## src/hw/rtl/cidg_pkg.sv

```systemverilog
// Shared types and constants of the CAN identifier gateway.
package cidg_pkg;

   localparam int TrackerSlots = 10;
   localparam int WindowSize   = 10;
   localparam int SlotW        = $clog2(TrackerSlots);
   localparam int AddrW        = 5;

   localparam logic [2:0] RegBaseCanId  = 3'd0;
   localparam logic [2:0] RegDataIdBase = 3'd1;
   localparam logic [2:0] RegFastPeriod = 3'd2;
   localparam logic [2:0] RegSlowPeriod = 3'd3;
   localparam logic [2:0] RegSlowLow    = 3'd4;
   localparam logic [2:0] RegSlowHigh   = 3'd5;
   localparam logic [2:0] RegWideOffset = 3'd6;

   localparam logic OpTick    = 1'b0;
   localparam logic OpMessage = 1'b1;

   typedef logic [SlotW-1:0] slot_idx_type;

   typedef struct packed {
      logic        operation;
      logic [31:0] time_ms;
      logic [10:0] can_id;
      logic [6:0]  msg_len;
      logic [7:0]  byte0;
      logic [7:0]  byte1;
      logic [7:0]  byte2;
      logic [7:0]  byte3;
      logic [7:0]  byte4;
      logic [7:0]  byte5;
   } req_type;

   typedef struct packed {
      logic [7:0] data_id;
      logic [2:0] frame_length;
      logic [7:0] out0;
      logic [7:0] out1;
      logic [7:0] out2;
      logic [7:0] out3;
      logic [7:0] out4;
      logic [7:0] out5;
      logic [7:0] checksum;
      logic       last;
   } rsp_type;

   typedef struct packed {
      logic [10:0] base_can_id;
      logic [7:0]  data_id_base;
      logic [15:0] fast_period_ms;
      logic [15:0] slow_period_ms;
      logic [3:0]  slow_offset_low;
      logic [3:0]  slow_offset_high;
      logic [3:0]  wide_offset;
   } cfg_type;

   // one tracker entry as held in the slot memory
   typedef struct packed {
      logic [10:0] id;
      logic [6:0]  length;
      logic [47:0] bytes;
      logic [31:0] last_sent;
   } entry_type;

   typedef struct packed {
      logic              wr_en;
      logic [SlotW-1:0]  wr_addr;
      entry_type         wr_data;
      logic [SlotW-1:0]  rd_addr;
   } mem_ctl_type;

endpackage

```

## src/hw/rtl/cidg_slot_mem.sv

```systemverilog
// Tracker slot memory: one write port, one registered read port.
module cidg_slot_mem (
   input  logic                   clock,
   input  cidg_pkg::mem_ctl_type  ctl,
   output cidg_pkg::entry_type    rd_data
);
   cidg_pkg::entry_type mem [cidg_pkg::TrackerSlots];
   cidg_pkg::entry_type rd_data_ff;

   always_ff @(posedge clock) begin
      if (ctl.wr_en) begin
         mem[ctl.wr_addr] <= ctl.wr_data;
      end
      rd_data_ff <= mem[ctl.rd_addr];
   end

   assign rd_data = rd_data_ff;
endmodule

```

## src/hw/rtl/cidg_csr.sv

```systemverilog
// Configuration register file behind the APB-style port.
module cidg_csr (
   input  logic                        clock,
   input  logic                        reset,
   input  logic                        csr_psel,
   input  logic                        csr_penable,
   input  logic                        csr_pwrite,
   input  logic [cidg_pkg::AddrW-1:0]  csr_paddr,
   input  logic [31:0]                 csr_pwdata,
   output logic [31:0]                 csr_prdata,
   output cidg_pkg::cfg_type           cfg
);
   cidg_pkg::cfg_type cfg_ff, cfg_in;
   logic              wr;
   logic [2:0]        idx;

   assign wr  = csr_psel && csr_penable && csr_pwrite;
   assign idx = csr_paddr[4:2];

   always_comb begin
      cfg_in = cfg_ff;
      if (wr) begin
         case (idx)
            cidg_pkg::RegBaseCanId:  cfg_in.base_can_id      = csr_pwdata[10:0];
            cidg_pkg::RegDataIdBase: cfg_in.data_id_base     = csr_pwdata[7:0];
            cidg_pkg::RegFastPeriod: cfg_in.fast_period_ms   = csr_pwdata[15:0];
            cidg_pkg::RegSlowPeriod: cfg_in.slow_period_ms   = csr_pwdata[15:0];
            cidg_pkg::RegSlowLow:    cfg_in.slow_offset_low  = csr_pwdata[3:0];
            cidg_pkg::RegSlowHigh:   cfg_in.slow_offset_high = csr_pwdata[3:0];
            cidg_pkg::RegWideOffset: cfg_in.wide_offset      = csr_pwdata[3:0];
            default: ;
         endcase
      end
   end

   always_comb begin
      csr_prdata = '0;
      case (idx)
         cidg_pkg::RegBaseCanId:  csr_prdata[10:0] = cfg_ff.base_can_id;
         cidg_pkg::RegDataIdBase: csr_prdata[7:0]  = cfg_ff.data_id_base;
         cidg_pkg::RegFastPeriod: csr_prdata[15:0] = cfg_ff.fast_period_ms;
         cidg_pkg::RegSlowPeriod: csr_prdata[15:0] = cfg_ff.slow_period_ms;
         cidg_pkg::RegSlowLow:    csr_prdata[3:0]  = cfg_ff.slow_offset_low;
         cidg_pkg::RegSlowHigh:   csr_prdata[3:0]  = cfg_ff.slow_offset_high;
         cidg_pkg::RegWideOffset: csr_prdata[3:0]  = cfg_ff.wide_offset;
         default: csr_prdata = '0;
      endcase
   end

   always_ff @(posedge clock) begin
      if (reset) begin
         cfg_ff.base_can_id      <= 11'd256;
         cfg_ff.data_id_base     <= 8'd1;
         cfg_ff.fast_period_ms   <= 16'd100;
         cfg_ff.slow_period_ms   <= 16'd1000;
         cfg_ff.slow_offset_low  <= 4'd7;
         cfg_ff.slow_offset_high <= 4'd8;
         cfg_ff.wide_offset      <= 4'd3;
      end else begin
         cfg_ff <= cfg_in;
      end
   end

   assign cfg = cfg_ff;
endmodule

```

## src/hw/rtl/cidg_engine.sv

```systemverilog
// Sequencer: slot match, message update and slot scan over the slot memory.
module cidg_engine (
   input  logic                   clock,
   input  logic                   reset,
   input  cidg_pkg::cfg_type      cfg,
   input  logic                   req_valid,
   output logic                   req_stall,
   input  cidg_pkg::req_type      req_data,
   output logic                   rsp_valid,
   input  logic                   rsp_stall,
   output cidg_pkg::rsp_type      rsp_data,
   output cidg_pkg::mem_ctl_type  mem_ctl,
   input  cidg_pkg::entry_type    rd_data
);
   typedef enum logic [4:0] {
      ST_IDLE  = 5'b00001,
      ST_READ  = 5'b00010,
      ST_EVAL  = 5'b00100,
      ST_WAIT  = 5'b01000,
      ST_FLUSH = 5'b10000
   } state_type;

   state_type                         state_ff, state_in;
   logic [cidg_pkg::TrackerSlots-1:0] valid_ff, valid_in;
   cidg_pkg::slot_idx_type            idx_ff, idx_in;
   cidg_pkg::req_type                 item_ff, item_in;
   logic                              hit_ff, hit_in;
   cidg_pkg::slot_idx_type            tgt_ff, tgt_in;
   logic                              pend_ff, pend_in;   // frame held back for last flag
   cidg_pkg::rsp_type                 held_ff, held_in;
   logic                              ov_ff, ov_in;
   cidg_pkg::rsp_type                 out_ff, out_in;

   logic                              is_last;
   logic                              win_ok, in_win_msg;
   logic [11:0]                       diff_msg, diff_slot;
   logic                              hit_now;
   cidg_pkg::entry_type               ent;
   logic [3:0]                        offs;
   logic [15:0]                       period;
   logic [31:0]                       elapsed;
   logic                              wide, send;
   logic [7:0]                        did, sum;
   cidg_pkg::rsp_type                 frame;
   logic                              accept;
   logic                              upd;

   assign is_last  = (idx_ff == cidg_pkg::slot_idx_type'(cidg_pkg::TrackerSlots - 1));
   assign diff_msg = {1'b0, item_ff.can_id} - {1'b0, cfg.base_can_id};
   assign in_win_msg = (item_ff.operation == cidg_pkg::OpMessage) && !diff_msg[11]
                       && (diff_msg[10:0] < 11'(cidg_pkg::WindowSize));
   assign accept = req_valid && !req_stall;

   // the message for this slot modifies the entry as it passes through
   assign upd = in_win_msg && hit_ff && (tgt_ff == idx_ff);

   always_comb begin
      ent = rd_data;
      if (upd) begin
         if (!valid_ff[idx_ff] || rd_data.id != item_ff.can_id) begin
            ent.last_sent = '0;
         end
         ent.id     = item_ff.can_id;
         ent.length = item_ff.msg_len;
         ent.bytes  = {item_ff.byte5, item_ff.byte4, item_ff.byte3,
                       item_ff.byte2, item_ff.byte1, item_ff.byte0};
      end
   end

   assign diff_slot = {1'b0, ent.id} - {1'b0, cfg.base_can_id};
   assign win_ok    = !diff_slot[11] && (diff_slot[10:0] < 11'(cidg_pkg::WindowSize));
   assign offs      = diff_slot[3:0];
   assign period    = (offs >= cfg.slow_offset_low && offs <= cfg.slow_offset_high)
                      ? cfg.slow_period_ms : cfg.fast_period_ms;
   assign elapsed   = item_ff.time_ms - ent.last_sent;
   assign wide      = (offs == cfg.wide_offset);
   assign send      = (valid_ff[idx_ff] || upd) && win_ok && (elapsed >= {16'd0, period})
                      && (wide ? (ent.length >= 7'd6) : (ent.length >= 7'd1));
   assign did       = cfg.data_id_base + {4'd0, offs};

   always_comb begin
      frame = '0;
      frame.data_id      = did;
      frame.frame_length = wide ? 3'd6 : 3'd1;
      frame.out0         = ent.bytes[7:0];
      if (wide) begin
         frame.out1 = ent.bytes[15:8];
         frame.out2 = ent.bytes[23:16];
         frame.out3 = ent.bytes[31:24];
         frame.out4 = ent.bytes[39:32];
         frame.out5 = ent.bytes[47:40];
      end
      sum = did + {5'd0, frame.frame_length} + frame.out0 + frame.out1 + frame.out2
            + frame.out3 + frame.out4 + frame.out5;
      frame.checksum = sum;
      frame.last     = 1'b0;
   end

   // match search runs during the read pass: id hit beats first free slot
   assign hit_now   = valid_ff[idx_ff] && rd_data.id == item_ff.can_id;

   always_comb begin
      state_in = state_ff;
      valid_in = valid_ff;
      idx_in   = idx_ff;
      item_in  = item_ff;
      hit_in   = hit_ff;
      tgt_in   = tgt_ff;
      pend_in  = pend_ff;
      held_in  = held_ff;
      ov_in    = ov_ff;
      out_in   = out_ff;
      mem_ctl  = '0;
      mem_ctl.rd_addr = idx_ff;
      if (ov_ff && !rsp_stall) begin
         ov_in = 1'b0;
      end
      case (state_ff)
         ST_IDLE: begin
            if (accept) begin
               item_in  = req_data;
               idx_in   = '0;
               hit_in   = 1'b0;
               tgt_in   = '0;
               state_in = ST_READ;
            end
         end
         ST_READ: begin
            // first pass: locate the slot; read data arrives in the cycle after its address
            state_in = ST_EVAL;
         end
         ST_EVAL: begin
            if (!hit_ff) begin
               if (hit_now) begin
                  hit_in = 1'b1;
                  tgt_in = idx_ff;
               end
            end
            if (is_last || (hit_in && hit_now)) begin
               // search done; choose free slot when no hit
               if (!hit_in) begin
                  for (int i = cidg_pkg::TrackerSlots - 1; i >= 0; i--) begin
                     if (!valid_ff[i]) begin
                        hit_in = 1'b1;
                        tgt_in = cidg_pkg::slot_idx_type'(i);
                     end
                  end
               end
               idx_in   = '0;
               state_in = ST_WAIT;
            end else begin
               idx_in   = idx_ff + 1'b1;
               state_in = ST_READ;
            end
         end
         ST_WAIT: begin
            // scan pass: read issued, evaluate next cycle in ST_FLUSH
            state_in = ST_FLUSH;
         end
         ST_FLUSH: begin
            if (!ov_ff || !rsp_stall) begin
               if (upd) begin
                  valid_in[idx_ff] = 1'b1;
               end
               if (send || upd) begin
                  mem_ctl.wr_en   = 1'b1;
                  mem_ctl.wr_addr = idx_ff;
                  mem_ctl.wr_data = ent;
                  if (send) begin
                     mem_ctl.wr_data.last_sent = item_ff.time_ms;
                  end
               end
               if (send) begin
                  if (pend_ff) begin
                     out_in = held_ff;
                     ov_in  = 1'b1;
                  end
                  held_in = frame;
                  pend_in = 1'b1;
               end
               if (is_last) begin
                  state_in = ST_IDLE;
               end else begin
                  idx_in   = idx_ff + 1'b1;
                  state_in = ST_WAIT;
               end
               mem_ctl.rd_addr = idx_in;
            end
         end
         default: state_in = ST_IDLE;
      endcase
      // final pending frame goes out once the scan is over
      if (state_ff == ST_IDLE && pend_ff && !ov_in) begin
         out_in      = held_ff;
         out_in.last = 1'b1;
         ov_in       = 1'b1;
         pend_in     = 1'b0;
      end
   end

   assign req_stall = (state_ff != ST_IDLE) || pend_ff;
   assign rsp_valid = ov_ff;
   assign rsp_data  = out_ff;

   always_ff @(posedge clock) begin
      if (reset) begin
         state_ff <= ST_IDLE;
         valid_ff <= '0;
         pend_ff  <= 1'b0;
         ov_ff    <= 1'b0;
         idx_ff   <= '0;
         hit_ff   <= 1'b0;
      end else begin
         state_ff <= state_in;
         valid_ff <= valid_in;
         pend_ff  <= pend_in;
         ov_ff    <= ov_in;
         idx_ff   <= idx_in;
         hit_ff   <= hit_in;
      end
      item_ff <= item_in;
      tgt_ff  <= tgt_in;
      held_ff <= held_in;
      out_ff  <= out_in;
   end
endmodule

```

## src/hw/rtl/can_id_gateway_rate_limited_top.sv

```systemverilog
// Top level of the rate-limited CAN identifier gateway.
//
//   channel  direction  handshake            payload
//   req      in         req_valid/req_stall  cidg_pkg::req_type
//   rsp      out        rsp_valid/rsp_stall  cidg_pkg::rsp_type
//   csr      in         APB psel/penable     7 registers, 32-bit data
//
// An item holds the input through a match pass and a scan pass; each visits a
// slot in a read state and then an evaluate state (ST_READ, ST_EVAL; ST_WAIT,
// ST_FLUSH) since the slot memory read is registered; the match pass ends early
// on a hit, and the final frame is handed out after the scan.
// Reset is synchronous; slot valid bits clear at once, memory needs no sweep
// since last_sent is cleared when a slot is claimed.
// A full, stalled result register holds the scan; the input stalls until the
// scan and its final frame are done.
module can_id_gateway_rate_limited_top (
   input  logic                        clock,
   input  logic                        reset,
   input  logic                        req_valid,
   output logic                        req_stall,
   input  cidg_pkg::req_type           req_data,
   output logic                        rsp_valid,
   input  logic                        rsp_stall,
   output cidg_pkg::rsp_type           rsp_data,
   input  logic                        csr_psel,
   input  logic                        csr_penable,
   input  logic                        csr_pwrite,
   input  logic [cidg_pkg::AddrW-1:0]  csr_paddr,
   input  logic [31:0]                 csr_pwdata,
   output logic [31:0]                 csr_prdata,
   output logic                        csr_pready
);
   cidg_pkg::cfg_type     cfg;
   cidg_pkg::mem_ctl_type mem_ctl;
   cidg_pkg::entry_type   rd_data;

   assign csr_pready = 1'b1;

   cidg_csr u_csr (
      .clock, .reset, .csr_psel, .csr_penable, .csr_pwrite, .csr_paddr,
      .csr_pwdata, .csr_prdata, .cfg
   );

   cidg_slot_mem u_mem (
      .clock, .ctl(mem_ctl), .rd_data
   );

   cidg_engine u_eng (
      .clock, .reset, .cfg, .req_valid, .req_stall, .req_data,
      .rsp_valid, .rsp_stall, .rsp_data, .mem_ctl, .rd_data
   );

   a_no_accept_busy: assert property (@(posedge clock) disable iff (reset)
      rsp_valid && rsp_stall |=> rsp_valid)
      else $error("result dropped while stalled");
   a_frame_len: assert property (@(posedge clock) disable iff (reset)
      rsp_valid |-> (rsp_data.frame_length == 3'd1 || rsp_data.frame_length == 3'd6))
      else $error("bad frame length");
   a_no_write_idle: assert property (@(posedge clock) disable iff (reset)
      !req_stall |-> !mem_ctl.wr_en)
      else $error("slot write while idle");
endmodule

```

## config.mk

```make
export PLATFORM = sky130hd
export DESIGN_NAME = can_id_gateway_rate_limited_top
export DESIGN_NICKNAME = d
export VERILOG_FILES = /design/src/hw/rtl/cidg_pkg.sv /design/src/hw/rtl/cidg_slot_mem.sv /design/src/hw/rtl/cidg_csr.sv /design/src/hw/rtl/cidg_engine.sv /design/src/hw/rtl/can_id_gateway_rate_limited_top.sv
export SDC_FILE = /design/constraint.sdc
export NUM_CORES = 2
export LEC_CHECK = 0
export BUFFER_PORTS_ARGS = -buffer_cell sky130_fd_sc_hd__buf_2
export CAP_MARGIN = 40
export CORE_UTILIZATION = 30
export DETAILED_ROUTE_END_ITERATION = 16
export GPL_ROUTABILITY_DRIVEN = 0
export PLACE_DENSITY = 0.46
export REMOVE_ABC_BUFFERS = 1
export SETUP_SLACK_MARGIN = 0.2
export SLEW_MARGIN = 25
export SYNTH_ARGS = -nofsm -noshare
export SYNTH_HDL_FRONTEND = slang
export SYNTH_SLANG_ARGS = --single-unit
```

## constraint.sdc

```tcl
create_clock -name clock -period 26.7 [get_ports clock]
set_clock_uncertainty 0.15 [all_clocks]
set_input_delay 2.67 -clock clock [delete_from_list [all_inputs] [get_ports clock]]
set_output_delay 2.67 -clock clock [all_outputs]
set_load 0.005 [all_outputs]
```

# After elaboration in Yosys (flattened, before gate mapping)
# Memory sizes are Yosys's and may differ from the RTL's. A register that Yosys moved wholly into a read port is not among the register bits.
# Cells that the tools add are included.
# Widths: inputs -> output; s select.
op_classes:
  add_sub_neg: 12
  n_eq_ne: 19
  bitwise: 1
  reduce_logical: 54
  order_cmp: 9
  mux: 73
ops:
  columns: ["op", "count"]
  rows:
  - ["$mux 68", 5]
  - ["$mux 107", 2]
  - ["$mux 103", 1]
  - ["$mux 98", 1]
  - ["$mux 4", 20]
  - ["$mux 32", 2]
  - ["$add 8x8->8", 6]
  - ["$mux 40", 1]
  - ["$ge 32x16->1", 1]
  - ["$sub 32x32->32", 1]
  - ["$pmux 4 s7", 1]
  - ["$mux 1", 27]
  - ["$pmux 5 s5", 1]
  - ["$sub 11x11->12", 2]
  - ["$lt 11x4->1 const B", 2]
  - ["$reduce_and 2->1", 10]
  - ["$logic_and 1x1->1", 18]
  - ["$mux 16", 1]
  - ["$pmux 4 s4", 1]
  - ["$pmux 4 s3", 1]
  - ["$eq 11x11->1", 1]
  - ["$ne 11x11->1", 1]
  - ["$mux 5", 2]
  - ["$or 10x10->10", 1]
  - ["36 further kinds", 59]
totals:
  register_bits: 323
  in_bits: 143
  ram_bits: 980
  out_inout_bits: 103
  elab_cells: 212
  memories: 1
mem_list:
  columns: ["name", "words", "word_bits", "rd", "rd_ports_with_merged_regs", "write_ports", "line", "text"]
  rows:
  - ["u_mem.mem", 10, 98, 1, 1, 1, "cidg_slot_mem.sv:7", "cidg_pkg::entry_type mem [cidg_pkg::TrackerSlots];"]

# Longest topological paths before layout
logic_depth:
  ltp_word: 21
  mapped_depth: 39
  depth_no_buf: 35

# Modules after synthesis
# From an unflattened synthesis, not the netlist that was laid out.
hier_totals:
  cells_unflattened: 4059
  area_unflattened_um2: 60436.7
by_module_without_submodules:
  columns: ["module", "cells_each", "seq_area_each_um2", "n_inst", "area_per_inst_um2"]
  rows:
  - ["cidg_slot_mem", 2099, 31390.1, 1, 40712.8]
  - ["cidg_engine", 1635, 7517.2, 1, 16517.1]
  - ["cidg_csr", 323, 1261.2, 1, 3195.6]
  - ["can_id_gateway_rate_limited_top", 2, 0.0, 1, 11.3]

# Worst setup path after synthesis
# No wires, ideal clock.
synth_path:
  kind: "reg2reg"
  startpoint: "register u_eng.item_ff[63] in the netlist's numbering"
  endpoint: "memory u_mem.mem[0][0] in the netlist's numbering, enable pin"
  stages_incl_launch_ff: 34
  slack_ps: 7019
  arrival_time_ps: 18700
  setup_ps: 831
  n_path_buf: 3
  synth_period_minus_slack_ps: 19681
  t_required_ps: 25719
  path_cell_list: "edfxtp_1 ha_1 a21o_1 o31a_1 or4_1 or4b_1 or4_1 nor2_1 buf_2 buf_4 mux2i_1 ha_1 fa_1 inv_1 ha_1 nor2b_1 o21ai_0 nand2b_1 a21oi_1 a41oi_1 nor2_1 clkbuf_1 mux2i_1 ha_1 a21oi_1 nor2b_1 o21ai_0 nand4_1 a2111oi_0 nand4_1 nor4_1 nand4_4 a41oi_2 nor4b_1"
synth_between:
  elab_chain_cells: 20
  elab_cells_between_ends: 35
  cone_classes: "add/sub (3); order compare (7); eq/ne (2); mux (9); reduce/logical (14)"
synth_lines:
  columns: ["element", "line", "text"]
  rows:
  - ["start: declaration", "cidg_engine.sv:26", "cidg_pkg::req_type item_ff, item_in;"]
  - ["start signal: assignment", "cidg_engine.sv:221", "item_ff <= item_in;"]
  - ["branches (longest 14 deep; another with $ge 32x16->1)", null, null]
  - ["$logic_or 1x1->1 *", "cidg_engine.sv:165", "if (send || upd) begin"]
  - ["$mux 103 *", "cidg_engine.sv:165", null]
  - ["$mux 107 *", "cidg_engine.sv:161", "if (!ov_ff || !rsp_stall) begin"]
  - ["$mux 107 *", "cidg_engine.sv:118", "case (state_ff)"]
  - ["$mux 1", "cidg_slot_mem.sv:11", "if (ctl.wr_en) begin"]
  - ["$mux 1 (implied by the code)", "cidg_slot_mem.sv:12", "mem[ctl.wr_addr] <= ctl.wr_data;"]
  - ["end: declaration", "cidg_slot_mem.sv:7", null]
# Mark *: on every way between the ends.

# Final worst setup path
layout_path:
  startpoint: "register u_csr.cfg_ff (netlist bit u_csr.cfg[60])"
  endpoint: "memory u_mem.mem[2][72] in the netlist's numbering, enable pin"
layout_between:
  elab_chain_cells: 20
  elab_cells_between_ends: 32
  cone_classes: "add/sub (3); order compare (7); eq/ne (1); mux (8); reduce/logical (13)"
layout_lines:
  columns: ["element", "line", "text"]
  rows:
  - ["start: declaration", "cidg_csr.sv:13", "cidg_pkg::cfg_type cfg_ff, cfg_in;"]
  - ["start signal: assignment", "cidg_csr.sv:60", "cfg_ff <= cfg_in;"]
  - ["branches (longest 14 deep; another with $ge 32x16->1)", null, null]
  - ["$logic_or 1x1->1 *", "cidg_engine.sv:165", null]
  - ["$mux 103 *", "cidg_engine.sv:165", null]
  - ["$mux 107 *", "cidg_engine.sv:161", null]
  - ["$mux 107 *", "cidg_engine.sv:118", null]
  - ["$mux 1", "cidg_slot_mem.sv:11", null]
  - ["$mux 1 (implied by the code)", "cidg_slot_mem.sv:12", null]
# Marked as above.

==> flow_metrics.env <==
export IMPL_clkTransAtPathRegs_ps=60
export IMPL_grtUsageMet2=0.269
export IMPL_crit_required_ps=27080
export IMPL_placed_cells=6432
export IMPL_cts_inserted_buffers=153
export IMPL_vdd_drop_max_mv=0.0617
export IMPL_crit_path_end_kind="flip-flop"
export IMPL_synthToLayoutAreaGrowth_pct=16.4
export IMPL_tritoncts="yes"
export IMPL_busiest_layer="met2"
export IMPL_synthArstFlopShare=0
export IMPL_dp_hpwl_um=96600
export IMPL_drt_wl_total_um=159000
export IMPL_drt_iter0_markers=2015
export IMPL_status="complete, no violations"
export IMPL_use_met1=0.205
export IMPL_crit_path_max_fanout=40
export IMPL_worstRegToRegCells=40
export IMPL_fin_nets=4253
export IMPL_avgSynthCellArea_sq_um=15.8
export IMPL_rows=162
export IMPL_synth_most_common_cell="edfxtp_1"
export IMPL_setup_viol=0
export IMPL_wl_per_cell_um=23.6
export IMPL_slew_limit_headroom=0.400
export IMPL_htree_levels=4
export IMPL_yosysUniqueCellTypes=78
export IMPL_ant_nets=0
export IMPL_finalNonFillerCells=6728
export IMPL_min_to="u_csr.cfg[22]"
export IMPL_clkLatencyLatePin_ps=800
export IMPL_drc=0
export IMPL_min_from="u_csr.cfg[22]"
export IMPL_r2r_start="u_csr.cfg[60]"
export IMPL_vias=32500
export IMPL_ys_flop_type="edfxtp_1"
export IMPL_period_needed_ps=11980
export IMPL_arrival_ps=12350
export IMPL_overflow=0
export IMPL_cpPeakStageDelay_ps=680
export IMPL_tightest_slew_ps=900
export IMPL_synth_edf_count=1215
export IMPL_r2r_setup_slack_ps=14720
export IMPL_grt_pass1_vias=33200
export IMPL_holdPathStages=2
export IMPL_grt_pass1_wl_um=230000
export IMPL_syn_cell_area_sq_um=58800
export IMPL_vias_per_cell=4.84
export IMPL_die_w_um=445
export IMPL_die_area_sq_um=198000
export IMPL_port_buffer_count=210
export IMPL_met3_usage=0.0229
export IMPL_netlist_area_leader_share=0.621
export IMPL_slew_violations=0
export IMPL_clk_path_buf_depth=3
export IMPL_grt_max_degree=126
export IMPL_fin_crit_sh=0.449
export IMPL_critPathSlowestCell="buf_4"
export IMPL_antenna_found_initial=4
export IMPL_crit_top_cell="buf_4"
export IMPL_hp_class="flip-flop to flip-flop"
export IMPL_final_layout_size_suffix_gt1_frac=0.189
export IMPL_clock_fmax_ghz=0.0835
export IMPL_netlist_top_cells_count="1215 x edfxtp_1, 243 x a21oi_1, 206 x mux2i_1, 204 x mux4_2, 194 x nor2_1"
export IMPL_grt_total_usage=0.159
export IMPL_coreArea_sq_um=195000
export IMPL_ys_warn_count=0
export IMPL_post_route_util=0.351
export IMPL_cts_setup_buffers=0
export IMPL_cp_start_kind="flip-flop"
export IMPL_seq_area_frac_synth=0.684
export IMPL_die_y_um=445
export IMPL_firstDrtPassIters=5
export IMPL_ios=246
export IMPL_cts_hold_fix_buffers=0
export IMPL_ys_top_cells_by_area="edfxtp_1 62%, mux4_2 7.8%, dfxtp_1 6.3%, mux2i_1 3.5%, ha_1 2.1%"
export IMPL_drv_cap=0
export IMPL_ys_seq_elements=1399
export IMPL_finalHoldViolations=0
export IMPL_worstSetupPathType="flip-flop to flip-flop"
export IMPL_cts_resized_gates=0
export IMPL_cts_sinks=1399
export IMPL_p_per_area_nw_per_um2=73.4
export IMPL_yosys_area_top_type="edfxtp_1"
export IMPL_rsz0062_at_grt="no"
export IMPL_r2r_end="u_mem.mem[2][72]"
export IMPL_netlist_instances=3719
export IMPL_initial_core_util=0.302
export IMPL_p_leak_uw=0.0210
export IMPL_root_buffer="clkbuf_16"
==> area by class of cell <==
| class | instances | area [sq um] |
|---|---|---|
| antenna | 1 | 2.50 |
| clock buffer | 209 | 4110 |
| clock inverter | 75 | 753 |
| fill | 18600 | 126000 |
| inverter | 108 | 410 |
| multi-input combinational | 2005 | 17400 |
| sequential | 1399 | 40200 |
| tap | 2624 | 3280 |
| timing repair buffer | 307 | 2240 |
==> power by group <==
part | switching [uW] | leakage (uW) | internal, uW
Sequential | 56.0 | 0.0109 | 2410
Clock | 898 | 0.00233 | 1160
Combinational | 324 | 0.00782 | 175
==> critical path: cells and delay by family (launching register included) <==
kind	cells	cell delay [ps]
AO/OA/AOI/OAI	9	1800
XOR/XNOR	1	330
adder cells (fa/ha/maj)	4	1330
buffers and inverters	11	3390
flip-flops	1	330
multiplexers	2	820
AND/OR/NAND/NOR	13	3440
==> placed cells by master, fill, tap and decap left out, drive strengths merged, types with 8 or more instances in the layout <==
cell / Yosys / routed
nor4: 14 / 14
nand3b: 18 / 18
nor2: 194 / 194
a211o: 8 / 8
buf: 71 / 303
dfxtp: 184 / 184
conb: 2 / 17
or3: 8 / 8
o21a: 13 / 13
inv: 107 / 115
a21o: 17 / 17
o211ai: 21 / 21
mux2: 21 / 21
nand3: 57 / 57
clkinv: 1 / 56
mux2i: 206 / 206
nand4: 14 / 14
ha: 98 / 98
nor3b: 67 / 67
mux4: 204 / 204
edfxtp: 1215 / 1215
xnor2: 43 / 43
nor3: 26 / 26
fa: 38 / 38
o2111ai: 36 / 36
clkbuf: 151 / 213
nor2b: 129 / 129
a31oi: 10 / 10
nand2b: 19 / 19
nand2: 183 / 183
o21ai: 58 / 58
a21oi: 244 / 244
a211oi: 112 / 112
xor2: 29 / 29
==> per-stage QoR <==
step | setup slack (ps) | power [uW] | TNS, ps | cell area [sq um] | hold WS [ps]
2_1_floorplan | -4340 | 2890 | -425190 | 57800 | 287
3_3_place_gp | 13960 | 3010 | 0 | 62900 | 308
3_5_place_dp | 14040 | 3020 | 0 | 63400 | 314
4_1_cts | 14000 | 5100 | 0 | 68200 | 322
5_1_grt | 14020 | 5220 | 0 | 68400 | 343
6_report | 14720 | 5020 | 0 | 68400 | 324
==> registers in the layout, summed over array words and instances (netlist names) <==
name,count
u_eng.hit_ff,1
u_mem.rd_data,98
u_eng.idx_ff,4
u_eng.valid_ff,10
u_eng.rsp_data,67
u_eng.pend_ff,1
u_mem.mem,980
u_eng.state_ff,5
u_eng.rsp_valid,1
u_eng.tgt_ff,4
u_eng.item_ff,99
u_csr.cfg,63
u_eng.held_ff,66
==> kinds of logic after synthesis <==
family,count (synthesis),synth area share
compound gates,581,0.0636
xor+xnor,74,0.0115
other cells,2,0.000128
mux,431,0.117
buf+inv,330,0.0236
fa+ha+maj,136,0.0338
flops,1399,0.684
simple gates,766,0.0665
==> worst max path at each step <==
| stage | from | end | slack [ps] | cells after the start |
|---|---|---|---|---|
| 2_1_floorplan | rsp_stall | u_mem.rd_data[0] | -4340 | 6 |
| 3_3_place_gp | u_csr.cfg[60] | u_mem.mem[2][61] | 13960 | 37 |
| 3_5_place_dp | u_csr.cfg[60] | u_mem.mem[2][82] | 14040 | 40 |
| 4_1_cts | u_csr.cfg[60] | u_mem.mem[2][72] | 14000 | 40 |
| 5_1_grt | u_csr.cfg[60] | u_mem.mem[2][83] | 14020 | 40 |
| 6_report | u_csr.cfg[60] | u_mem.mem[2][72] | 14720 | 40 |
==> metal layers <==
metal / share of wire / wire (um)
met4: 0.039 / 6180
met3: 0.033 / 5160
met2: 0.50 / 78500
met1: 0.43 / 68700
met5: 0 / 0
Note: power is estimated with default switching activity, not from simulation.
